==> src/sv/tpq_pkg.sv <==
// Shared types, codes and constants of the two-level priority event queue.
package tpq_pkg;

   localparam int DEF_HI_DEPTH  = 16;
   localparam int DEF_LOW_DEPTH = 16;

   localparam int NODE_W    = 16;
   localparam int ETYPE_W   = 3;
   localparam int IDENT_W   = 16;
   localparam int QUEUE_W   = 16;
   localparam int PAYLOAD_W = 64;
   localparam int REQ_W     = 3;
   localparam int STATUS_W  = 2;
   localparam int FILL_W    = 4;
   localparam int TOTAL_W   = 5;

   localparam int CSR_ADDR_W = 3;
   localparam int CSR_DATA_W = 32;
   localparam logic CSR_IDX_QNUM = 1'b0;

   localparam logic [REQ_W-1:0] REQ_SEND  = 3'd0;
   localparam logic [REQ_W-1:0] REQ_POP   = 3'd1;
   localparam logic [REQ_W-1:0] REQ_PEEK  = 3'd2;
   localparam logic [REQ_W-1:0] REQ_CLEAR = 3'd3;
   localparam logic [REQ_W-1:0] REQ_STATS = 3'd4;

   localparam logic [STATUS_W-1:0] STS_OK    = 2'd0;
   localparam logic [STATUS_W-1:0] STS_FULL  = 2'd1;
   localparam logic [STATUS_W-1:0] STS_EMPTY = 2'd2;
   localparam logic [STATUS_W-1:0] STS_BAD   = 2'd3;

   localparam logic [ETYPE_W-1:0] ETYPE_MAX = 3'd3;

   typedef enum logic [1:0] {
      ST_IDLE,
      ST_EXEC,
      ST_RESP
   } state_type;

   typedef struct packed {
      logic load;
      logic exec;
   } ctrl_cmd_type;

   typedef struct packed {
      logic clear;
      logic push;
      logic pop;
      logic rd;
   } ring_cmd_type;

   typedef struct packed {
      logic [NODE_W-1:0]    node;
      logic [ETYPE_W-1:0]   etype;
      logic                 owned;
      logic [IDENT_W-1:0]   ident;
      logic [QUEUE_W-1:0]   queue;
      logic [PAYLOAD_W-1:0] payload;
   } ev_item_type;

   localparam int EVENT_W = $bits(ev_item_type);

   typedef struct packed {
      logic [REQ_W-1:0]     req_type;
      logic                 priority_req;
      logic [NODE_W-1:0]    node_id;
      logic [ETYPE_W-1:0]   etype;
      logic                 owned;
      logic [IDENT_W-1:0]   ident;
      logic [PAYLOAD_W-1:0] payload;
   } req_item_type;

   typedef struct packed {
      logic [STATUS_W-1:0] status;
      ev_item_type         ev;
      logic [FILL_W-1:0]   high_fill;
      logic [FILL_W-1:0]   low_fill;
      logic [FILL_W-1:0]   high_peak;
      logic [TOTAL_W-1:0]  total_peak;
   } rsp_item_type;

endpackage

==> src/sv/tpq_if.sv <==
// Request and response channel interfaces of the event queue.
interface tpq_req_if import tpq_pkg::*; ();
   logic                 valid;
   logic                 ready;
   logic [REQ_W-1:0]     req_type;
   logic                 priority_req;
   logic [NODE_W-1:0]    node_id;
   logic [ETYPE_W-1:0]   etype;
   logic                 owned;
   logic [IDENT_W-1:0]   ident;
   logic [PAYLOAD_W-1:0] payload;

   modport source (
      output valid, req_type, priority_req, node_id, etype, owned, ident, payload,
      input  ready
   );
   modport sink (
      input  valid, req_type, priority_req, node_id, etype, owned, ident, payload,
      output ready
   );
endinterface

interface tpq_rsp_if import tpq_pkg::*; ();
   logic                 valid;
   logic                 ready;
   logic [STATUS_W-1:0]  status;
   logic [NODE_W-1:0]    ev_node;
   logic [ETYPE_W-1:0]   ev_type;
   logic                 ev_owned;
   logic [IDENT_W-1:0]   ev_ident;
   logic [QUEUE_W-1:0]   ev_queue;
   logic [PAYLOAD_W-1:0] ev_payload;
   logic [FILL_W-1:0]    high_fill;
   logic [FILL_W-1:0]    low_fill;
   logic [FILL_W-1:0]    high_peak;
   logic [TOTAL_W-1:0]   total_peak;

   modport source (
      output valid, status, ev_node, ev_type, ev_owned, ev_ident, ev_queue,
             ev_payload, high_fill, low_fill, high_peak, total_peak,
      input  ready
   );
   modport sink (
      input  valid, status, ev_node, ev_type, ev_owned, ev_ident, ev_queue,
             ev_payload, high_fill, low_fill, high_peak, total_peak,
      output ready
   );
endinterface

==> src/sv/tpq_ring.sv <==
// Ring FIFO of events: RAM with registered read, head and tail pointers.
module tpq_ring import tpq_pkg::*; #(
   parameter int DEPTH = DEF_HI_DEPTH,
   parameter int W     = EVENT_W
) (
   input  logic                     clock,
   input  logic                     reset,
   input  ring_cmd_type             cmd,
   input  logic [W-1:0]             wdata,
   output logic [W-1:0]             rdata,
   output logic [$clog2(DEPTH)-1:0] count,
   output logic                     full,
   output logic                     empty
);

   localparam int AW = $clog2(DEPTH);

   logic [W-1:0]  mem [DEPTH];
   logic [W-1:0]  rdata_ff;
   logic [AW-1:0] head_ff, head_in;
   logic [AW-1:0] tail_ff, tail_in;

   always_comb begin
      head_in = head_ff;
      tail_in = tail_ff;
      if (cmd.clear) begin
         head_in = '0;
         tail_in = '0;
      end else begin
         if (cmd.push) head_in = head_ff + AW'(1);
         if (cmd.pop)  tail_in = tail_ff + AW'(1);
      end
   end

   always_ff @(posedge clock) begin
      if (reset) begin
         head_ff <= '0;
         tail_ff <= '0;
      end else begin
         head_ff <= head_in;
         tail_ff <= tail_in;
      end
   end

   always_ff @(posedge clock) begin
      if (cmd.push) mem[head_ff] <= wdata;
      if (cmd.rd)   rdata_ff <= mem[tail_ff];
   end

   assign rdata = rdata_ff;
   assign count = head_ff - tail_ff;
   assign full  = (head_ff + AW'(1)) == tail_ff;
   assign empty = head_ff == tail_ff;

   a_push_not_full: assert property (@(posedge clock) disable iff (reset)
      cmd.push |-> !full) else $error("push into full ring");
   a_pop_not_empty: assert property (@(posedge clock) disable iff (reset)
      cmd.pop |-> !empty) else $error("pop from empty ring");
   a_clear_empties: assert property (@(posedge clock) disable iff (reset)
      cmd.clear |=> empty) else $error("ring not empty after clear");

endmodule

==> src/sv/tpq_ctrl.sv <==
// Controller: sequences capture, execute and response of one transaction.
module tpq_ctrl import tpq_pkg::*; (
   input  logic         clock,
   input  logic         reset,
   input  logic         req_valid,
   output logic         req_ready,
   output logic         rsp_valid,
   input  logic         rsp_ready,
   output ctrl_cmd_type cmd
);

   state_type state_ff, state_in;

   always_comb begin
      state_in = state_ff;
      unique case (state_ff)
         ST_IDLE: if (req_valid) state_in = ST_EXEC;
         ST_EXEC: state_in = ST_RESP;
         ST_RESP: if (rsp_ready) state_in = ST_IDLE;
         default: state_in = ST_IDLE;
      endcase
   end

   always_ff @(posedge clock) begin
      if (reset) state_ff <= ST_IDLE;
      else       state_ff <= state_in;
   end

   always_comb begin
      req_ready = 1'b0;
      rsp_valid = 1'b0;
      cmd       = '0;
      unique case (state_ff)
         ST_IDLE: begin
            req_ready = 1'b1;
            cmd.load  = req_valid;
         end
         ST_EXEC: cmd.exec = 1'b1;
         ST_RESP: rsp_valid = 1'b1;
         default: cmd = '0;
      endcase
   end

endmodule

==> src/sv/tpq_datapath.sv <==
// Datapath: request register, both rings, high-water marks and queue number.
module tpq_datapath import tpq_pkg::*; #(
   parameter int HI_DEPTH  = DEF_HI_DEPTH,
   parameter int LOW_DEPTH = DEF_LOW_DEPTH
) (
   input  logic               clock,
   input  logic               reset,
   input  ctrl_cmd_type       cmd,
   input  req_item_type       req,
   input  logic               cfg_we,
   input  logic [QUEUE_W-1:0] cfg_wdata,
   output logic [QUEUE_W-1:0] qnum,
   output rsp_item_type       rsp
);

   localparam int HAW = $clog2(HI_DEPTH);
   localparam int LAW = $clog2(LOW_DEPTH);
   localparam int TW  = $clog2(HI_DEPTH + LOW_DEPTH);

   req_item_type        req_ff;
   logic [QUEUE_W-1:0]  qnum_ff;
   logic [STATUS_W-1:0] status_ff, status_in;
   logic                ev_valid_ff, ev_valid_in;
   logic                sel_high_ff, sel_high_in;
   logic [HAW-1:0]      high_mark_ff, high_mark_in;
   logic [TW-1:0]       total_mark_ff, total_mark_in;

   ring_cmd_type        hi_cmd, lo_cmd;
   logic [EVENT_W-1:0]  hi_rdata, lo_rdata;
   logic [HAW-1:0]      hi_count, hi_post;
   logic [LAW-1:0]      lo_count, lo_post;
   logic [TW-1:0]       total_post;
   logic                hi_full, hi_empty, lo_full, lo_empty;
   ev_item_type         wr_event, rd_event;

   assign wr_event = '{node:    req_ff.node_id,
                       etype:   req_ff.etype,
                       owned:   req_ff.owned,
                       ident:   req_ff.ident,
                       queue:   qnum_ff,
                       payload: req_ff.payload};

   always_comb begin
      hi_cmd      = '0;
      lo_cmd      = '0;
      status_in   = status_ff;
      ev_valid_in = ev_valid_ff;
      sel_high_in = sel_high_ff;
      if (cmd.exec) begin
         status_in   = STS_OK;
         ev_valid_in = 1'b0;
         unique case (req_ff.req_type) inside
            REQ_SEND: begin
               if (req_ff.etype > ETYPE_MAX) begin
                  status_in = STS_BAD;
               end else if (req_ff.priority_req) begin
                  if (hi_full) status_in = STS_FULL;
                  else         hi_cmd.push = 1'b1;
               end else begin
                  if (lo_full) status_in = STS_FULL;
                  else         lo_cmd.push = 1'b1;
               end
            end
            REQ_POP, REQ_PEEK: begin
               if (!hi_empty) begin
                  hi_cmd.rd   = 1'b1;
                  hi_cmd.pop  = req_ff.req_type == REQ_POP;
                  sel_high_in = 1'b1;
                  ev_valid_in = 1'b1;
               end else if (!lo_empty) begin
                  lo_cmd.rd   = 1'b1;
                  lo_cmd.pop  = req_ff.req_type == REQ_POP;
                  sel_high_in = 1'b0;
                  ev_valid_in = 1'b1;
               end else begin
                  status_in = STS_EMPTY;
               end
            end
            REQ_CLEAR: begin
               hi_cmd.clear = 1'b1;
               lo_cmd.clear = 1'b1;
            end
            default: status_in = STS_OK;
         endcase
      end
   end

   // fills as they stand after a send, marks rise only on an accepted send
   assign hi_post    = hi_count + HAW'(hi_cmd.push);
   assign lo_post    = lo_count + LAW'(lo_cmd.push);
   assign total_post = TW'(hi_post) + TW'(lo_post);

   always_comb begin
      high_mark_in  = high_mark_ff;
      total_mark_in = total_mark_ff;
      if (cmd.exec && req_ff.req_type == REQ_STATS) begin
         high_mark_in  = '0;
         total_mark_in = '0;
      end else if (hi_cmd.push || lo_cmd.push) begin
         if (hi_post > high_mark_ff)     high_mark_in  = hi_post;
         if (total_post > total_mark_ff) total_mark_in = total_post;
      end
   end

   always_ff @(posedge clock) begin
      if (reset) begin
         qnum_ff       <= '0;
         high_mark_ff  <= '0;
         total_mark_ff <= '0;
         ev_valid_ff   <= 1'b0;
      end else begin
         if (cfg_we) qnum_ff <= cfg_wdata;
         high_mark_ff  <= high_mark_in;
         total_mark_ff <= total_mark_in;
         ev_valid_ff   <= ev_valid_in;
      end
   end

   always_ff @(posedge clock) begin
      if (cmd.load) req_ff <= req;
      status_ff   <= status_in;
      sel_high_ff <= sel_high_in;
   end

   tpq_ring #(.DEPTH(HI_DEPTH), .W(EVENT_W)) u_high (
      .clock (clock),
      .reset (reset),
      .cmd   (hi_cmd),
      .wdata (wr_event),
      .rdata (hi_rdata),
      .count (hi_count),
      .full  (hi_full),
      .empty (hi_empty)
   );

   tpq_ring #(.DEPTH(LOW_DEPTH), .W(EVENT_W)) u_low (
      .clock (clock),
      .reset (reset),
      .cmd   (lo_cmd),
      .wdata (wr_event),
      .rdata (lo_rdata),
      .count (lo_count),
      .full  (lo_full),
      .empty (lo_empty)
   );

   assign rd_event = sel_high_ff ? ev_item_type'(hi_rdata) : ev_item_type'(lo_rdata);

   assign qnum           = qnum_ff;
   assign rsp.status     = status_ff;
   assign rsp.ev         = ev_valid_ff ? rd_event : '0;
   assign rsp.high_fill  = FILL_W'(hi_count);
   assign rsp.low_fill   = FILL_W'(lo_count);
   assign rsp.high_peak  = FILL_W'(high_mark_ff);
   assign rsp.total_peak = TOTAL_W'(total_mark_ff);

endmodule

==> src/sv/two_level_priority_event_queue.sv <==
// Two-level priority event queue: top level with channels and CSR port.
//
// Requests arrive on req_chan (send, pop, peek, clear, stats reset); each
// accepted transaction yields exactly one response on rsp_chan carrying the
// status, the popped or peeked event (zero otherwise), both ring fills and
// the high-water marks. Sends go to the high or low ring by priority_req and
// are stamped with the queue number written over the CSR port at offset 0.
// A ring of depth D holds D-1 events; pop and peek serve the high ring first.
// Each request is captured, then executed (ring RAM write or registered
// RAM read, pointer update), then answered with a registered response.
// One transaction is in flight at a time, so a new request is taken only
// after the last response has been taken. While the receiver holds
// rsp_chan.ready low the response stays put and req_chan.ready stays low.
// Reset clears ring pointers, high-water marks and the queue number; ring
// RAM contents are not cleared and are only read behind a valid entry.
module two_level_priority_event_queue import tpq_pkg::*; #(
   parameter int HI_DEPTH  = DEF_HI_DEPTH,
   parameter int LOW_DEPTH = DEF_LOW_DEPTH
) (
   input  logic                  clock,
   input  logic                  reset,
   tpq_req_if.sink               req_chan,
   tpq_rsp_if.source             rsp_chan,
   input  logic                  csr_psel,
   input  logic                  csr_penable,
   input  logic                  csr_pwrite,
   input  logic [CSR_ADDR_W-1:0] csr_paddr,
   input  logic [CSR_DATA_W-1:0] csr_pwdata,
   output logic [CSR_DATA_W-1:0] csr_prdata,
   output logic                  csr_pready
);

   ctrl_cmd_type       cmd;
   req_item_type       req;
   rsp_item_type       rsp;
   logic [QUEUE_W-1:0] qnum;
   logic               cfg_we;
   logic               sel_qnum;

   assign req = '{req_type:     req_chan.req_type,
                  priority_req: req_chan.priority_req,
                  node_id:      req_chan.node_id,
                  etype:        req_chan.etype,
                  owned:        req_chan.owned,
                  ident:        req_chan.ident,
                  payload:      req_chan.payload};

   assign sel_qnum   = csr_paddr[CSR_ADDR_W-1] == CSR_IDX_QNUM;
   assign cfg_we     = csr_psel && csr_penable && csr_pwrite && csr_pready && sel_qnum;
   assign csr_pready = 1'b1;
   assign csr_prdata = sel_qnum ? CSR_DATA_W'(qnum) : '0;

   tpq_ctrl u_ctrl (
      .clock     (clock),
      .reset     (reset),
      .req_valid (req_chan.valid),
      .req_ready (req_chan.ready),
      .rsp_valid (rsp_chan.valid),
      .rsp_ready (rsp_chan.ready),
      .cmd       (cmd)
   );

   tpq_datapath #(.HI_DEPTH(HI_DEPTH), .LOW_DEPTH(LOW_DEPTH)) u_datapath (
      .clock     (clock),
      .reset     (reset),
      .cmd       (cmd),
      .req       (req),
      .cfg_we    (cfg_we),
      .cfg_wdata (csr_pwdata[QUEUE_W-1:0]),
      .qnum      (qnum),
      .rsp       (rsp)
   );

   assign rsp_chan.status     = rsp.status;
   assign rsp_chan.ev_node    = rsp.ev.node;
   assign rsp_chan.ev_type    = rsp.ev.etype;
   assign rsp_chan.ev_owned   = rsp.ev.owned;
   assign rsp_chan.ev_ident   = rsp.ev.ident;
   assign rsp_chan.ev_queue   = rsp.ev.queue;
   assign rsp_chan.ev_payload = rsp.ev.payload;
   assign rsp_chan.high_fill  = rsp.high_fill;
   assign rsp_chan.low_fill   = rsp.low_fill;
   assign rsp_chan.high_peak  = rsp.high_peak;
   assign rsp_chan.total_peak = rsp.total_peak;

   a_no_rsp_after_accept: assert property (@(posedge clock) disable iff (reset)
      req_chan.valid && req_chan.ready |=> !rsp_chan.valid)
      else $error("response right after request accept");
   a_one_in_flight: assert property (@(posedge clock) disable iff (reset)
      rsp_chan.valid |-> !req_chan.ready)
      else $error("request taken while response pending");
   a_empty_zero_event: assert property (@(posedge clock) disable iff (reset)
      rsp_chan.valid && rsp_chan.status == STS_EMPTY |->
         rsp_chan.ev_payload == '0 && rsp_chan.ev_node == '0 &&
         rsp_chan.ev_queue == '0)
      else $error("event fields not zero on empty status");

endmodule

==> src/flat_wrapper.sv <==
// flat-port wrapper written by rule: the top's interface ports become plain ports
module two_level_priority_event_queue_flat import tpq_pkg::*;
#(
   parameter int HI_DEPTH  = DEF_HI_DEPTH,
   parameter int LOW_DEPTH = DEF_LOW_DEPTH
)
  (clock, reset, csr_psel, csr_penable, csr_pwrite, csr_paddr, csr_pwdata, csr_prdata, csr_pready, req_chan_valid, req_chan_req_type, req_chan_priority_req, req_chan_node_id, req_chan_etype, req_chan_owned, req_chan_ident, req_chan_payload, req_chan_ready, rsp_chan_valid, rsp_chan_status, rsp_chan_ev_node, rsp_chan_ev_type, rsp_chan_ev_owned, rsp_chan_ev_ident, rsp_chan_ev_queue, rsp_chan_ev_payload, rsp_chan_high_fill, rsp_chan_low_fill, rsp_chan_high_peak, rsp_chan_total_peak, rsp_chan_ready);
  tpq_req_if req_chan_i ();
  tpq_rsp_if rsp_chan_i ();
  input  logic clock;
  input  logic reset;
  input  logic csr_psel;
  input  logic csr_penable;
  input  logic csr_pwrite;
  input  logic [CSR_ADDR_W-1:0] csr_paddr;
  input  logic [CSR_DATA_W-1:0] csr_pwdata;
  output logic [CSR_DATA_W-1:0] csr_prdata;
  output logic csr_pready;
  input wire logic [$bits(req_chan_i.valid)-1:0] req_chan_valid;
  input wire logic [$bits(req_chan_i.req_type)-1:0] req_chan_req_type;
  input wire logic [$bits(req_chan_i.priority_req)-1:0] req_chan_priority_req;
  input wire logic [$bits(req_chan_i.node_id)-1:0] req_chan_node_id;
  input wire logic [$bits(req_chan_i.etype)-1:0] req_chan_etype;
  input wire logic [$bits(req_chan_i.owned)-1:0] req_chan_owned;
  input wire logic [$bits(req_chan_i.ident)-1:0] req_chan_ident;
  input wire logic [$bits(req_chan_i.payload)-1:0] req_chan_payload;
  output wire logic [$bits(req_chan_i.ready)-1:0] req_chan_ready;
  output wire logic [$bits(rsp_chan_i.valid)-1:0] rsp_chan_valid;
  output wire logic [$bits(rsp_chan_i.status)-1:0] rsp_chan_status;
  output wire logic [$bits(rsp_chan_i.ev_node)-1:0] rsp_chan_ev_node;
  output wire logic [$bits(rsp_chan_i.ev_type)-1:0] rsp_chan_ev_type;
  output wire logic [$bits(rsp_chan_i.ev_owned)-1:0] rsp_chan_ev_owned;
  output wire logic [$bits(rsp_chan_i.ev_ident)-1:0] rsp_chan_ev_ident;
  output wire logic [$bits(rsp_chan_i.ev_queue)-1:0] rsp_chan_ev_queue;
  output wire logic [$bits(rsp_chan_i.ev_payload)-1:0] rsp_chan_ev_payload;
  output wire logic [$bits(rsp_chan_i.high_fill)-1:0] rsp_chan_high_fill;
  output wire logic [$bits(rsp_chan_i.low_fill)-1:0] rsp_chan_low_fill;
  output wire logic [$bits(rsp_chan_i.high_peak)-1:0] rsp_chan_high_peak;
  output wire logic [$bits(rsp_chan_i.total_peak)-1:0] rsp_chan_total_peak;
  input wire logic [$bits(rsp_chan_i.ready)-1:0] rsp_chan_ready;
  assign req_chan_i.valid = req_chan_valid;
  assign req_chan_i.req_type = req_chan_req_type;
  assign req_chan_i.priority_req = req_chan_priority_req;
  assign req_chan_i.node_id = req_chan_node_id;
  assign req_chan_i.etype = req_chan_etype;
  assign req_chan_i.owned = req_chan_owned;
  assign req_chan_i.ident = req_chan_ident;
  assign req_chan_i.payload = req_chan_payload;
  assign req_chan_ready = req_chan_i.ready;
  assign rsp_chan_valid = rsp_chan_i.valid;
  assign rsp_chan_status = rsp_chan_i.status;
  assign rsp_chan_ev_node = rsp_chan_i.ev_node;
  assign rsp_chan_ev_type = rsp_chan_i.ev_type;
  assign rsp_chan_ev_owned = rsp_chan_i.ev_owned;
  assign rsp_chan_ev_ident = rsp_chan_i.ev_ident;
  assign rsp_chan_ev_queue = rsp_chan_i.ev_queue;
  assign rsp_chan_ev_payload = rsp_chan_i.ev_payload;
  assign rsp_chan_high_fill = rsp_chan_i.high_fill;
  assign rsp_chan_low_fill = rsp_chan_i.low_fill;
  assign rsp_chan_high_peak = rsp_chan_i.high_peak;
  assign rsp_chan_total_peak = rsp_chan_i.total_peak;
  assign rsp_chan_i.ready = rsp_chan_ready;
  two_level_priority_event_queue #(.HI_DEPTH(HI_DEPTH), .LOW_DEPTH(LOW_DEPTH)) u_core (.clock(clock), .reset(reset), .req_chan(req_chan_i), .rsp_chan(rsp_chan_i), .csr_psel(csr_psel), .csr_penable(csr_penable), .csr_pwrite(csr_pwrite), .csr_paddr(csr_paddr), .csr_pwdata(csr_pwdata), .csr_prdata(csr_prdata), .csr_pready(csr_pready));
endmodule
==> config.mk <==
export PLATFORM = sky130hd
export DESIGN_NAME = two_level_priority_event_queue_flat
export DESIGN_NICKNAME = d
export VERILOG_FILES = /design/src/sv/tpq_pkg.sv /design/src/sv/tpq_if.sv /design/src/sv/tpq_ring.sv /design/src/sv/tpq_ctrl.sv /design/src/sv/tpq_datapath.sv /design/src/sv/two_level_priority_event_queue.sv /design/src/flat_wrapper.sv
export SDC_FILE = /design/constraint.sdc
export NUM_CORES = 2
export LEC_CHECK = 0
export BUFFER_PORTS_ARGS = -buffer_cell sky130_fd_sc_hd__clkbuf_2
export CORE_MARGIN = 1.5
export CORE_UTILIZATION = 30
export DETAILED_ROUTE_END_ITERATION = 7
export SLEW_MARGIN = 0
export SYNTH_ARGS = -nofsm -noshare
export SYNTH_HDL_FRONTEND = slang
export SYNTH_SLANG_ARGS = --single-unit
==> constraint.sdc <==
create_clock -name clock -period 20.4 [get_ports clock]
set_input_delay 2.04 -clock clock [delete_from_list [all_inputs] [get_ports clock]]
set_output_delay 2.04 -clock clock [all_outputs]
set_load 0.005 [all_outputs]
==> summary.md <==
The flow ran to the end, and the final reports show no timing, DRC or antenna violations. The largest fanout on the critical path is 32. The clock passes through at most 4 buffers. The logs give 14.77% for the global router's overall resource usage and 5 for the count of TritonRoute iterations in the first routing pass. The latest clock arrival within the worst-skew pair is 0.96 ns, and the pre-CTS setup slack is 14.45 ns.

Yosys mapped a number of flops with a built-in enable equal to 4051. Total count of hold-check failures in the final report: 0. Count of mapped cells out of synthesis: 6134. After synthesis the cells add up to 154100 um^2.

STA classifies the critical path endpoint as a primary output. Summed over its instances, the top area cell type makes up 78.93% of the synthesized netlist area. Compared with the post-synthesis result, the final layout area differs by 15.19%. The detailed router finished its first iteration with 7501 violations. Average wire per cell in the routed design: 28.48 um.

The critical path arrival is 4.77 ns. For the final database, setup skew stands at 0.05452 ns. The maximum number of pins on one net before global-route repair was 117; the clock-pin slew of the registers on the worst-case setup and hold paths was 0.06 ns. At the pin with the least slew margin, the transition time is 1.441 ns.

The cell count of the worst reg-to-reg path came out at 6. Static timing analysis puts the maximum clock frequency at 146.8 MHz. In this run, distinct cell masters in the synthesized netlist total 52. The run gives 518000 um^2 as the full die area. In the routed design, unresolved DRC markers number 0. The commonest cells after synthesis are sky130_fd_sc_hd__edfxtp_1, sky130_fd_sc_hd__mux4_2, sky130_fd_sc_hd__clkbuf_1, sky130_fd_sc_hd__nor2b_1, sky130_fd_sc_hd__mux2i_1. In this run the vertical extent of the chip is 719.7 um.

For the number of global-route vias before repair, the log shows 71530. The post-synthesis cell type with the largest combined area was sky130_fd_sc_hd__edfxtp_1. At the end of the flow, the number of nets in the layout was 6863. The analysis attributes to cell leakage a power of 53.25 nW. The deepest level of the CTS H-tree is 5.

Once placement completed, the tool counted placed cells totaling 13030. The most used flip-flop cell after synthesis was sky130_fd_sc_hd__edfxtp_1. The detail route stage leaves a number of antenna-violating nets equal to 0.

The average instance area after synthesis was 25.12 um^2; the final max-slew violation count was 0. The run gives 13.59 ns as the post-layout worst setup margin. CTS placed an instance of sky130_fd_sc_hd__clkbuf_16 at the clock tree root.

Hold buffer count at CTS: 0. For the total power of the final layout, the log shows 16.81 mW. Worst hold path class: flip-flop to flip-flop.

At the end of routability-driven placement, the weighted congestion stood at 0.7512. For this configuration, the core starts out at a cell density of 30.08%. In this run the post-CTS setup repair buffer count came out at 0.

Once layout is complete, the cells apart from fillers number 13800. The via count is 68470, and the proportion of synthesized flip-flops having asynchronous set or reset is 0%. The Yosys step of the flow raised 0 warnings. For the area inside the core boundary, the log shows 512400 um^2.

The worst register-to-register path begins at u_core.u_datapath.u_low.tail_ff[0]. Ranked by total cell area, the synthesized netlist is headed by sky130_fd_sc_hd__edfxtp_1, sky130_fd_sc_hd__mux4_2, sky130_fd_sc_hd__mux2i_1, sky130_fd_sc_hd__dfxtp_1, sky130_fd_sc_hd__nor2b_1. Yosys instantiated no cell more often than sky130_fd_sc_hd__edfxtp_1. The tools report the sequential cell area fraction in the yosys report as 79.50%. Setup repair after global routing left no endpoint under its margin. The initialized floorplan defines 263 standard-cell rows. The portion of the clock cycle consumed by the worst path in the final layout was 33.40%. The worst setup path is of the flip-flop to primary output kind. Cells with a size suffix above 1 make up 31.50% of the layout.

For met2 alone, demand over resource in global routing was 25.73%. In the global route stage, met1 resource usage came out at 19.64%. The post-DP HPWL was 200600 um; the power per cell area was 94.67 nW/um^2.

Sum of negative setup slack: 0 ns. After detailed routing, the total wire length is 393000 um. For the met3 demand-to-capacity share in global routing, the log shows 2.179%. The most critical setup path has its startpoint at u_core.u_datapath.sel_high_ff. The critical path ends at rsp_chan_ev_payload[35]. The critical path required time was 18.36 ns.

The global routing stage identified its most utilized layer as met2. For the maximum resistive drop on vdd, the log shows 0.00007910 V. The ratio of routed vias to standard cells is 4.962. The worst register-to-register path ends at u_core.u_datapath.u_low.rdata[43]. The tools report the number of instances resized during post-cts repair as 0.

The first global-routing pass estimated 551100 um of wire. The normalized max-slew margin came out at 3.900%. The logs give 14.69 ns for the flop-to-flop setup slack and 32 for the number of antenna violations at the first check in global routing. The die is 719.7 um wide. Summed over all layers, the global routing overflow is 0. The tools report the type of origin of the critical path as a flip-flop. The synthesized design contains 4095 register bits. The clock net in this run drives a total of 4095 sinks. The number of clock buffers added by TritonCTS is 411. The number of I/O port buffers is 280, and the minimum period implied by the final worst setup slack is 6.814 ns. For the number of top-level design ports, the log shows 316.

Setup violations remaining at the end of the flow were counted as 0. TritonCTS built the clock tree. The max-cap violation count is 0.
[metrics by stage]
step,hold WS [ns],util (%),area (um^2)
2_1_floorplan,0.4835,-,154200
3_3_place_gp,0.5126,32.08,164400
3_5_place_dp,0.5037,32.08,164400
4_1_cts,0.5128,34.64,177500
5_1_grt,0.5286,34.64,177500
6_report,0.5137,34.65,177500
[power by group]
part | switching (mW) | leakage [nW] | total [mW] | internal, mW
Combinational | 0.0406 | 10.1 | 0.0571 | 0.0165
Clock | 3.18 | 6.36 | 7.37 | 4.18
Sequential | 0.112 | 36.8 | 9.38 | 9.27
[worst min path at each step]
stage                                                  start  depth (start not counted)  slack, ns                            endpoint
final                     u_core.u_datapath.total_mark_ff[3]                          2       0.51  u_core.u_datapath.total_mark_ff[3]
after global routing      u_core.u_datapath.total_mark_ff[3]                          2       0.53  u_core.u_datapath.total_mark_ff[3]
after CTS                 u_core.u_datapath.total_mark_ff[3]                          2       0.51  u_core.u_datapath.total_mark_ff[3]
after detailed placement  u_core.u_datapath.total_mark_ff[3]                          2       0.50  u_core.u_datapath.total_mark_ff[3]
after global placement    u_core.u_datapath.total_mark_ff[3]                          2       0.51  u_core.u_datapath.total_mark_ff[3]
after floorplan           u_core.u_datapath.total_mark_ff[1]                          2       0.48  u_core.u_datapath.total_mark_ff[1]
[layout by cell type, fill, tap and decap left out, types with 31 or more instances in the layout]
cell and n:
sky130_fd_sc_hd__clkbuf_16 415, sky130_fd_sc_hd__buf_4 134, sky130_fd_sc_hd__clkinv_1 98, sky130_fd_sc_hd__bufinv_16 34, sky130_fd_sc_hd__mux4_2 1160, sky130_fd_sc_hd__nand2_1 50
sky130_fd_sc_hd__clkinv_2 62, sky130_fd_sc_hd__dfxtp_1 36, sky130_fd_sc_hd__edfxtp_1 4051, sky130_fd_sc_hd__clkbuf_1 98, sky130_fd_sc_hd__ha_1 31, sky130_fd_sc_hd__nor2b_1 135
sky130_fd_sc_hd__a21oi_1 35, sky130_fd_sc_hd__mux2i_1 117, sky130_fd_sc_hd__clkbuf_2 280
[cell families after synthesis]
group	synth area share (%)
flops	79.50
simple gates	1.016
buf+inv	0.9442
mux	17.71
compound gates	0.2663
fa+ha+maj	0.2841
xor+xnor	0.2704
other cells	0.004873
[sequential cells by signal, summed over array words and instances (netlist names), 5 cells and up]
| register | count |
|---|---|
| u_core.u_datapath.total_mark_ff | 5 |
| u_core.u_datapath.u_high.mem | 1856 |
| u_core.u_datapath.u_low.rdata | 116 |
| u_core.u_datapath.u_low.mem | 1856 |
| u_core.u_datapath.req_ff | 104 |
| u_core.u_datapath.qnum | 16 |
| u_core.u_datapath.u_high.rdata | 116 |
[critical path: stages, from the launching register on]
cell	delay [ns]
sky130_fd_sc_hd__edfxtp_1	0.32
sky130_fd_sc_hd__buf_4	0.64
sky130_fd_sc_hd__buf_4	0.71
sky130_fd_sc_hd__buf_4	0.73
sky130_fd_sc_hd__mux2i_1	0.88
sky130_fd_sc_hd__nor2b_1	0.13
sky130_fd_sc_hd__clkbuf_2	0.20
[area by class of cell]
type | instances | area (um^2)
repair buffers | 435 | 2828
fillers | 46490 | 334800
clock inverters | 238 | 2362
diodes | 19 | 47.55
inverters | 22 | 97.59
multi-input cells | 1719 | 30430
clock buffers | 513 | 10750
flip-flops and latches | 4095 | 122600
well taps | 6757 | 8454
[layer usage]
layer  wire length, um  up-vias
li1                  -    27520
met1            161100    37930
met2            199700     2536
met3             24280      476
met4              7926        6
met5                24        -
Note: power is estimated with default switching activity, not from simulation.
